$ cat src/design/tdss_pkg.sv
package tdss_pkg;

  localparam int unsigned DEFAULT_STACK_DEPTH = 64;
  localparam int unsigned VALUE_W = 64;
  localparam int unsigned TAG_W = 2;
  localparam int unsigned OPCODE_W = 5;
  localparam int unsigned STATUS_W = 3;
  localparam int unsigned COUNT_W = 7;

  // stack words
  localparam logic [OPCODE_W-1:0] OP_PUSH  = 5'd0;
  localparam logic [OPCODE_W-1:0] OP_POP   = 5'd1;
  localparam logic [OPCODE_W-1:0] OP_DUP   = 5'd2;
  localparam logic [OPCODE_W-1:0] OP_DUPD  = 5'd3;
  localparam logic [OPCODE_W-1:0] OP_DUP2  = 5'd4;
  localparam logic [OPCODE_W-1:0] OP_SWAP  = 5'd5;
  localparam logic [OPCODE_W-1:0] OP_SWAPD = 5'd6;
  localparam logic [OPCODE_W-1:0] OP_SWAP2 = 5'd7;
  localparam logic [OPCODE_W-1:0] OP_OVER  = 5'd8;
  localparam logic [OPCODE_W-1:0] OP_OVERD = 5'd9;
  localparam logic [OPCODE_W-1:0] OP_OVER2 = 5'd10;
  localparam logic [OPCODE_W-1:0] OP_NIP   = 5'd11;
  localparam logic [OPCODE_W-1:0] OP_NIPD  = 5'd12;
  localparam logic [OPCODE_W-1:0] OP_DROP  = 5'd13;
  localparam logic [OPCODE_W-1:0] OP_DROP2 = 5'd14;
  localparam logic [OPCODE_W-1:0] OP_ROT   = 5'd15;
  localparam logic [OPCODE_W-1:0] OP_TUCK  = 5'd16;
  localparam logic [OPCODE_W-1:0] OP_PICK  = 5'd17;
  localparam logic [OPCODE_W-1:0] OP_ROLL  = 5'd18;
  localparam logic [OPCODE_W-1:0] OP_CLEAR = 5'd19;
  localparam logic [OPCODE_W-1:0] OP_DEPTH = 5'd20;

  // status codes
  localparam logic [STATUS_W-1:0] ST_OK        = 3'd0;
  localparam logic [STATUS_W-1:0] ST_UNDERFLOW = 3'd1;
  localparam logic [STATUS_W-1:0] ST_OVERFLOW  = 3'd2;
  localparam logic [STATUS_W-1:0] ST_NOT_INT   = 3'd3;
  localparam logic [STATUS_W-1:0] ST_NEGATIVE  = 3'd4;
  localparam logic [STATUS_W-1:0] ST_RANGE     = 3'd5;

  localparam logic [TAG_W-1:0] TAG_INT = 2'd0;

  typedef struct packed {
    logic [VALUE_W-1:0] value;
    logic [TAG_W-1:0]   tag;
  } elem_t;

  // candidate next-content sources of a cell; the cells also load from up4 and pick_elem
  typedef enum logic [2:0] {
    SEL_HOLD,
    SEL_UP1,
    SEL_UP2,
    SEL_UP3,
    SEL_DN1,
    SEL_DN2,
    SEL_NEW
  } sel_t;

  // row-wide command from the controller, decoded per cell
  typedef struct packed {
    logic        enable;
    logic [3:0]  mode;
    elem_t       new_elem;
  } row_cmd_t;

  // per-cell modes; cells compare their position against the fill level
  localparam logic [3:0] MD_NONE  = 4'd0;
  localparam logic [3:0] MD_PUSH  = 4'd1;  // top+1 <= new
  localparam logic [3:0] MD_COPY1 = 4'd2;  // generic: uses position table
  localparam logic [3:0] MD_ROLL  = 4'd3;
  localparam logic [3:0] MD_PICK  = 4'd4;

  // depth-relative slot mapping for shuffle words: for slot k from top (k = -2..3,
  // encoded k+2) give distance to source slot (negative = further below)
  function automatic logic [3:0] src_rel(input logic [OPCODE_W-1:0] op,
                                         input logic [2:0] k);
    // return value: {valid, signed 3-bit offset in src index relative to this slot}
    logic [3:0] r;
    r = 4'b0000;
    case (op)
      OP_DUP:   if (k == 3'd1) r = 4'b1111;                  // s <- t0
      OP_DUPD:  begin
        if (k == 3'd1) r = 4'b1111;                          // s <- t0
        if (k == 3'd2) r = 4'b1111;                          // t0 <- t0-1
      end
      OP_DUP2:  if (k == 3'd1 || k == 3'd0) r = 4'b1110;     // s<-t0-1, s+1<-t0
      OP_SWAP:  begin
        if (k == 3'd2) r = 4'b1111;
        if (k == 3'd3) r = 4'b1001;
      end
      OP_SWAPD: begin
        if (k == 3'd3) r = 4'b1111;
        if (k == 3'd4) r = 4'b1001;
      end
      OP_SWAP2: begin
        if (k == 3'd2 || k == 3'd3) r = 4'b1110;
        if (k == 3'd4 || k == 3'd5) r = 4'b1010;
      end
      OP_OVER:  if (k == 3'd1) r = 4'b1110;
      OP_OVERD: begin
        if (k == 3'd1) r = 4'b1111;
        if (k == 3'd2) r = 4'b1110;
      end
      OP_OVER2: if (k == 3'd1 || k == 3'd0) r = 4'b1100;
      OP_NIP, OP_NIPD: if (k == 3'd3) r = 4'b1001;
      OP_ROT:   begin
        if (k == 3'd2) r = 4'b1110;
        if (k == 3'd3 || k == 3'd4) r = 4'b1001;
      end
      OP_TUCK:  begin
        if (k == 3'd1) r = 4'b1111;
        if (k == 3'd2) r = 4'b1111;
        if (k == 3'd3) r = 4'b1001;
      end
      default:  r = 4'b0000;
    endcase
    return r;
  endfunction

endpackage

$ cat src/design/tdss_cell.sv
module tdss_cell #(
  parameter int unsigned STACK_DEPTH = tdss_pkg::DEFAULT_STACK_DEPTH,
  parameter int unsigned IDX_W = 6,
  parameter int unsigned POS = 0
) (
  input  logic             clk,
  input  tdss_pkg::row_cmd_t cmd,
  input  logic [IDX_W:0]   fill,
  input  logic [IDX_W:0]   roll_src,
  input  tdss_pkg::elem_t  up1,
  input  tdss_pkg::elem_t  up2,
  input  tdss_pkg::elem_t  up3,
  input  tdss_pkg::elem_t  up4,
  input  tdss_pkg::elem_t  dn1,
  input  tdss_pkg::elem_t  dn2,
  input  tdss_pkg::elem_t  pick_elem,
  input  logic [tdss_pkg::OPCODE_W-1:0] op,
  output tdss_pkg::elem_t  q
);
  import tdss_pkg::*;

  localparam logic [IDX_W:0] MY_POS = (IDX_W+1)'(POS);

  elem_t q_r;
  elem_t q_nxt;
  logic [IDX_W:0] k_full;
  logic [3:0] rel;

  assign q = q_r;

  // slots below the top plus two: top slot is 2, first free slot 1, window 0..5
  always_comb begin
    k_full = fill - MY_POS + (IDX_W+1)'(1);
    rel = 4'b0000;
    if (k_full <= (IDX_W+1)'(5)) begin
      rel = src_rel(op, k_full[2:0]);
    end
  end

  // choose this cell's next content; pick_elem also carries the roll source
  always_comb begin
    q_nxt = q_r;
    if (cmd.enable) begin
      case (cmd.mode)
        MD_PUSH: if (fill == MY_POS) q_nxt = cmd.new_elem;
        MD_PICK: if (fill == MY_POS + (IDX_W+1)'(1)) q_nxt = pick_elem;
        MD_ROLL: begin
          if (MY_POS + (IDX_W+1)'(2) == fill) q_nxt = pick_elem;
          else if (MY_POS >= roll_src && MY_POS + (IDX_W+1)'(2) < fill) q_nxt = dn1;
        end
        MD_COPY1: begin
          if (rel[3]) begin
            case (rel[2:0])
              3'b111: q_nxt = up1;
              3'b110: q_nxt = up2;
              3'b101: q_nxt = up3;
              3'b100: q_nxt = up4;
              3'b001: q_nxt = dn1;
              3'b010: q_nxt = dn2;
              default: q_nxt = q_r;
            endcase
          end
        end
        default: q_nxt = q_r;
      endcase
    end
  end

  always_ff @(posedge clk) begin
    q_r <= q_nxt;
  end

endmodule

$ cat config.mk
export PLATFORM = sky130hd
export DESIGN_NAME = tdss_cell
export DESIGN_NICKNAME = d
export VERILOG_FILES = /design/src/design/tdss_pkg.sv /design/src/design/tdss_cell.sv
export SDC_FILE = /design/constraint.sdc
export NUM_CORES = 1
export LEC_CHECK = 0
export BUFFER_PORTS_ARGS = -buffer_cell sky130_fd_sc_hd__clkbuf_2
export CELL_PAD_IN_SITES_DETAIL_PLACEMENT = 0
export CELL_PAD_IN_SITES_GLOBAL_PLACEMENT = 1
export CORE_AREA = 2 2 240 242
export CTS_BUF_LIST = sky130_fd_sc_hd__clkbuf_16
export DETAILED_ROUTE_END_ITERATION = 8
export DIE_AREA = 0 0 242 244
export GPL_ROUTABILITY_DRIVEN = 0
export HOLD_SLACK_MARGIN = 0.15
export MAX_ROUTING_LAYER = met4
export PLACE_DENSITY_LB_ADDON = 0.08
export SYNTH_ARGS = -nofsm -noshare
export SYNTH_HDL_FRONTEND = slang
export SYNTH_SLANG_ARGS = --single-unit
$ cat constraint.sdc
create_clock -name clk -period 8 [get_ports clk]
set_input_delay 1.6 -clock clk [delete_from_list [all_inputs] [get_ports clk]]
set_output_delay 1.6 -clock clk [all_outputs]
set_load 0.03 [all_outputs]
==> results of run 1 <==
critical path, delay by kind of cell:
| family | cells | cell delay [ps] |
|---|---|---|
| adders and majority gates | 1 | 350 |
| and+or+nand+nor | 3 | 1150 |
| buffers and inverters | 3 | 620 |
| AOI/OAI and AO/OA | 4 | 1160 |
layout by cell type, fill, tap and decap left out, drive strengths merged, types with 5 or more instances in the layout:
| master | count |
|---|---|
| nor2 | 11 |
| nand2 | 85 |
| a21boi | 21 |
| a22o | 36 |
| inv | 9 |
| nand2b | 5 |
| clkbuf | 561 |
| o21ai | 6 |
| o211ai | 58 |
| nand3 | 13 |
| nor3 | 7 |
| a21o | 10 |
| diode | 6 |
| a222oi | 96 |
| nand4 | 9 |
| edfxtp | 66 |
| ha | 6 |
| a221oi | 37 |
| buf | 19 |
cell type report:
| class | instances | area share [%] |
|---|---|---|
| diodes | 6 | 0.154 |
| clock buffers | 9 | 2.32 |
| clock inverters | 7 | 0.541 |
| inverters | 7 | 0.270 |
| multi-input cells | 438 | 36.3 |
| flip-flops and latches | 66 | 20.4 |
| well taps | 756 | 9.73 |
| repair buffers | 571 | 30.3 |
power by group through the flow:
stage          clock (W)  sequential, W  combinational, W
2_1_floorplan          0       0.000431         0.0000859
3_3_place_gp           0       0.000407          0.000288
3_5_place_dp           0       0.000408          0.000285
4_1_cts         0.000444       0.000400          0.000286
5_1_grt         0.000450       0.000401          0.000308
6_report        0.000414       0.000400          0.000281
cell families after synthesis:
logic type / after synthesis / synth area share (%)
xor+xnor: 1 / 0.278
compound gates: 281 / 45.3
simple gates: 149 / 12.4
buf+inv: 78 / 6.72
mux: 1 / 0.171
flops: 66 / 33.9
fa+ha+maj: 6 / 1.28
per-stage QoR:
| step | setup WS, ps | hold slack, ps |
|---|---|---|
| global route | 2830 | 1490 |
| CTS | 2940 | 1460 |
| floorplan | 1570 | 1790 |
| finish | 3110 | 1500 |
| global placement | 2580 | 1880 |
| detailed placement | 2520 | 1880 |
metal layers:
layer | up-vias | global-route usage [%]
li1 | 3611 | -
met1 | 3869 | 15.8
met2 | 374 | 25.0
met3 | 34 | 3.36
met4 | 0 | 5.08
met5 | - | -
final timing paths:
| kind | startpoint | endpoint | slack [ps] |
|---|---|---|---|
| hold / removal | up1[33] | q[33] | 1500 |
| setup / recovery | fill[1] | q[31] | 3110 |
==> run_results.csv, run 1 <==
group,metric,value,unit
detailed_routing,firstDrtPassIters,9,
cts,cts_sinks,66,
detailed_routing,drt_iter0_drc,734,
cells_and_area,syn_to_final_growth,66.3,%
synthesis,yosysMostFrequentCell,"a222oi_1",
placement,port_buffers,552,
cts,cts_tree,"built",
timing,setup_viol,0,
power_and_ir_drop,sequentialPowerShare,36.5,%
power_and_ir_drop,ir_drop,0.105,mV
global_route,antenna_found_initial,6,
power_and_ir_drop,p_comb_share,25.7,%
detailed_routing,via_per_inst,4.24,
floorplanning,coreArea,56200,um^2
detailed_routing,antenna_left,0,
detailed_routing,remaining_drc_errors,0,
placement,place_inst,1838,
power_and_ir_drop,power.share.clock,37.8,%
synthesis,synth-seq-area-share,33.9,%
cells_and_area,final_cells,1860,
cts,ctsRootBufferMaster,"clkbuf_16",
cells_and_area,fillerInstances,6500,
cells_and_area,postLayoutCoreUtil,17.3,%
synthesis,synthFlopType,"edfxtp_1",
timing,slew-limit-headroom,21.9,%
worst_setup_path,cp_data_required_time,8040,ps
worst_setup_path,crit_chain,"clkbuf_2, inv_1, ha_1, a21oi_1, o41a_1, a311o_1, and4_4, a41oi_2, nor2_1, nor2_4, buf_12",
run,drv_cap,0,
worst_setup_path,crit_fanout,38,
synthesis,yosysTopAreaCell,"edfxtp_1",
detailed_routing,routed_wl,42600,um
worst_setup_path,critPathMaxStageDelay,810,ps
synthesis,yosys_warnings,0,
timing,tightest_slew,1170,ps
timing,timing.final.crit_period,4890,ps
power_and_ir_drop,cellPowerDensity,113,nW/um^2
cts,holdBufCountCts,0,
floorplanning,rows,87,
synthesis,synth_area_leaders,"edfxtp_1, a222oi_1, o211ai_2, a221oi_1, nand2_1",
synthesis,synth-seq-cells,66,
floorplanning,ios,619,
worst_setup_path,cp.arrival,4930,ps
synthesis,synth.net_count,1141,
worst_setup_path,cp-end-kind,"register",
timing,max_freq,205,MHz
power_and_ir_drop,power.total,0.00110,W
worst_setup_path,path_class,"in -> reg",
cells_and_area,multiInputGateArea,3530,um^2
status,outcome,"completed",
synthesis,synth_area,5850,um^2
global_route,track_usage,14.3,%
cts,cts_resized,0,
cells_and_area,seqCellArea,1980,um^2
power_and_ir_drop,sw_frac_of_total,29.7,%
timing,period_share,61.1,%
timing,drv_slew,0,
floorplanning,die_w,242,um
cts,h-tree-depth,3,
global_route,grt_max_degree,42,
synthesis,synth_cells,582,
cts,cts_max_path_buffers,2,
global_route,grt_pass1_wl,59200,um
synthesis,synth_area_per_cell,10.0,um^2
cells_and_area,stdcell_area,9720,um^2
placement,dpl-instance-area,9430,um^2
detailed_routing,topRoutingLayerUsed,"met4",
synthesis,synth_enable_flop_cells,66,
floorplanning,start_util,10.4,%
detailed_routing,routed-wl-met3,2850,um
worst_setup_path,cpMaxStageDelayCell,"nor2_4",
worst_setup_path,critPathLaunchType,"input port",
timing,hold_viol_final,0,
cts,post_cts_buffers,0,
cts,cts_buffers,9,
synthesis,netlist_top_cells_count,"a222oi_1, nand2_1, edfxtp_1",
worst_hold_path,holdPathStages,3,
cells_and_area,largest_reg_flops,66,
detailed_routing,drt-met1-wl,16900,um
worst_hold_path,hold_class,"in -> reg",
cells_and_area,final_nets,1652,
placement,dpl.hpwl,32200,um
detailed_routing,wl_met2,22100,um
timing,fin_tns_setup,0,ps
global_route,grt_pass1_vias,8218,
cells_and_area,drive_above_1_share,57.9,%
floorplanning,dieArea,59000,um^2
synthesis,synth_top_area_share,33.9,%
timing,rsz0062_at_grt,"false",
synthesis,async_reset_ff_share,0,%
power_and_ir_drop,leakage,3.98,nW
detailed_routing,wl_per_cell,22.9,um
detailed_routing,vias,7888,
power_and_ir_drop,power_switching,0.000326,W
synthesis,synth.distinct_cells,52,
cts,clkTransAtPathRegs,60,ps
power_and_ir_drop,power.internal,0.000770,W
global_route,overflow,0,
floorplanning,die_h,244,um
No activity file was read; power rests on OpenSTA's default activity.
==> inputs of run 2 (changes only) <==
==> constraint.sdc (replaced) <==
create_clock -name clk -period 5.05 [get_ports clk]
set_input_delay 1.01 -clock clk [delete_from_list [all_inputs] [get_ports clk]]
set_output_delay 1.01 -clock clk [all_outputs]
set_load 0.03 [all_outputs]
==> run 2 against run 1 <==
  * Design area increased by 1.4%
  * Hold slack got worse by 590 ps
  * Final cell count is 0.59% higher
  * Critical endpoint is now q[24]
  * Highest routed layer unchanged
==> run_results.csv, run 2 (synthesis gave the netlist of run 1 again) <==
group,metric,value,unit
status,outcome,"completed",
cts,h-tree-depth,3,
worst_hold_path,hold_class,"in -> reg",
detailed_routing,remaining_drc_errors,0,
cts,cts_max_path_buffers,2,
run,drv_cap,0,
floorplanning,dieArea,59000,um^2
power_and_ir_drop,power.total,0.00174,W
floorplanning,die_h,244,um
cts,cts_tree,"built",
timing,period_share,78.3,%
timing,rsz0062_at_grt,"false",
floorplanning,coreArea,56200,um^2
global_route,overflow,0,
detailed_routing,via_per_inst,4.23,
cts,clkTransAtPathRegs,60,ps
cells_and_area,largest_reg_flops,66,
cts,holdBufCountCts,0,
cts,cts_sinks,66,
timing,slew-limit-headroom,53.1,%
global_route,grt_pass1_vias,8339,
cts,post_cts_buffers,0,
timing,drv_slew,0,
timing,setup_viol,0,
cts,cts_buffers,9,
global_route,track_usage,14.2,%
timing,hold_viol_final,0,
cells_and_area,final_nets,1664,
placement,dpl.hpwl,32200,um
cts,cts_resized,0,
global_route,grt_pass1_wl,59300,um
worst_setup_path,cp_data_required_time,5270,ps
power_and_ir_drop,ir_drop,0.168,mV
timing,tightest_slew,702,ps
worst_setup_path,path_class,"in -> reg",
cells_and_area,seqCellArea,1980,um^2
cts,ctsRootBufferMaster,"clkbuf_16",
cells_and_area,drive_above_1_share,58.5,%
cells_and_area,syn_to_final_growth,68.6,%
floorplanning,die_w,242,um
detailed_routing,antenna_left,0,
floorplanning,start_util,10.4,%
detailed_routing,routed_wl,42300,um
worst_setup_path,cp.arrival,4170,ps
timing,fin_tns_setup,0,ps
power_and_ir_drop,cellPowerDensity,176,nW/um^2
cells_and_area,fillerInstances,6494,
timing,timing.final.crit_period,3950,ps
cells_and_area,multiInputGateArea,3530,um^2
worst_setup_path,cp-end-kind,"register",
global_route,antenna_found_initial,6,
cells_and_area,final_cell_mix,"clkbuf_2, a222oi_1, nand2_1",
detailed_routing,drt_iter0_drc,739,
worst_setup_path,crit_fanout,24,
timing,max_freq,253,MHz
floorplanning,rows,87,
power_and_ir_drop,leakage,4.06,nW
placement,port_buffers,552,
detailed_routing,wl_per_cell,22.6,um
floorplanning,ios,619,
cells_and_area,final_common_cell,"clkbuf_2",
detailed_routing,firstDrtPassIters,9,
worst_setup_path,critPathLaunchType,"input port",
global_route,grt_max_degree,37,
detailed_routing,vias,7917,
[run 2: final cells by class]
type	count	share of cell area (%)
sequential	66	20.1
clock buffer	9	2.28
antenna	6	0.152
inverter	7	0.266
timing repair buffer	583	31.3
clock inverter	6	0.508
tap	756	9.59
multi-input combinational	438	35.8
[run 2: power by group]
part	leakage, nW	internal (W)	switching [W]
logic	3.33	0.000218	0.000223
registers	0.589	0.000629	0.00000460
clock network	0.139	0.000373	0.000292
[run 2: final timing paths]
path,endpoint,slack (ps),depth (start not counted),startpoint
setup / recovery,q[24],1100,12,fill[1]
hold / removal,q[33],910,3,up1[33]
[run 2: critical path, stage by stage]
cell,delay [ps]
clkbuf_2,150
ha_1,250
or4_1,530
a211o_1,380
nand2_1,100
o211ai_2,210
nor3_4,610
buf_12,260
a222oi_1,160
buf_4,210
a21boi_1,130
o211ai_2,150
[run 2: metal layers]
metal | vias to the layer above | wire [um] | track usage [%]
met5 | - | 0 | -
met4 | 0 | 824 | 4.68
met3 | 30 | 2780 | 3.08
met2 | 366 | 21200 | 23.8
met1 | 3885 | 17500 | 16.8
li1 | 3636 | - | -
[run 2: metrics by stage]
step	area [um^2]	worst slack [ps]	hold WS (ps)	util, %	std cells
5_1_grt	9860	878	892	17.6	1871
3_5_place_dp	9570	583	1290	17.0	1850
3_3_place_gp	9570	612	1290	17.0	1850
4_1_cts	9840	1000	869	17.5	1865
6_report	9860	1100	910	17.6	1871
2_1_floorplan	5850	324	1200	-	582
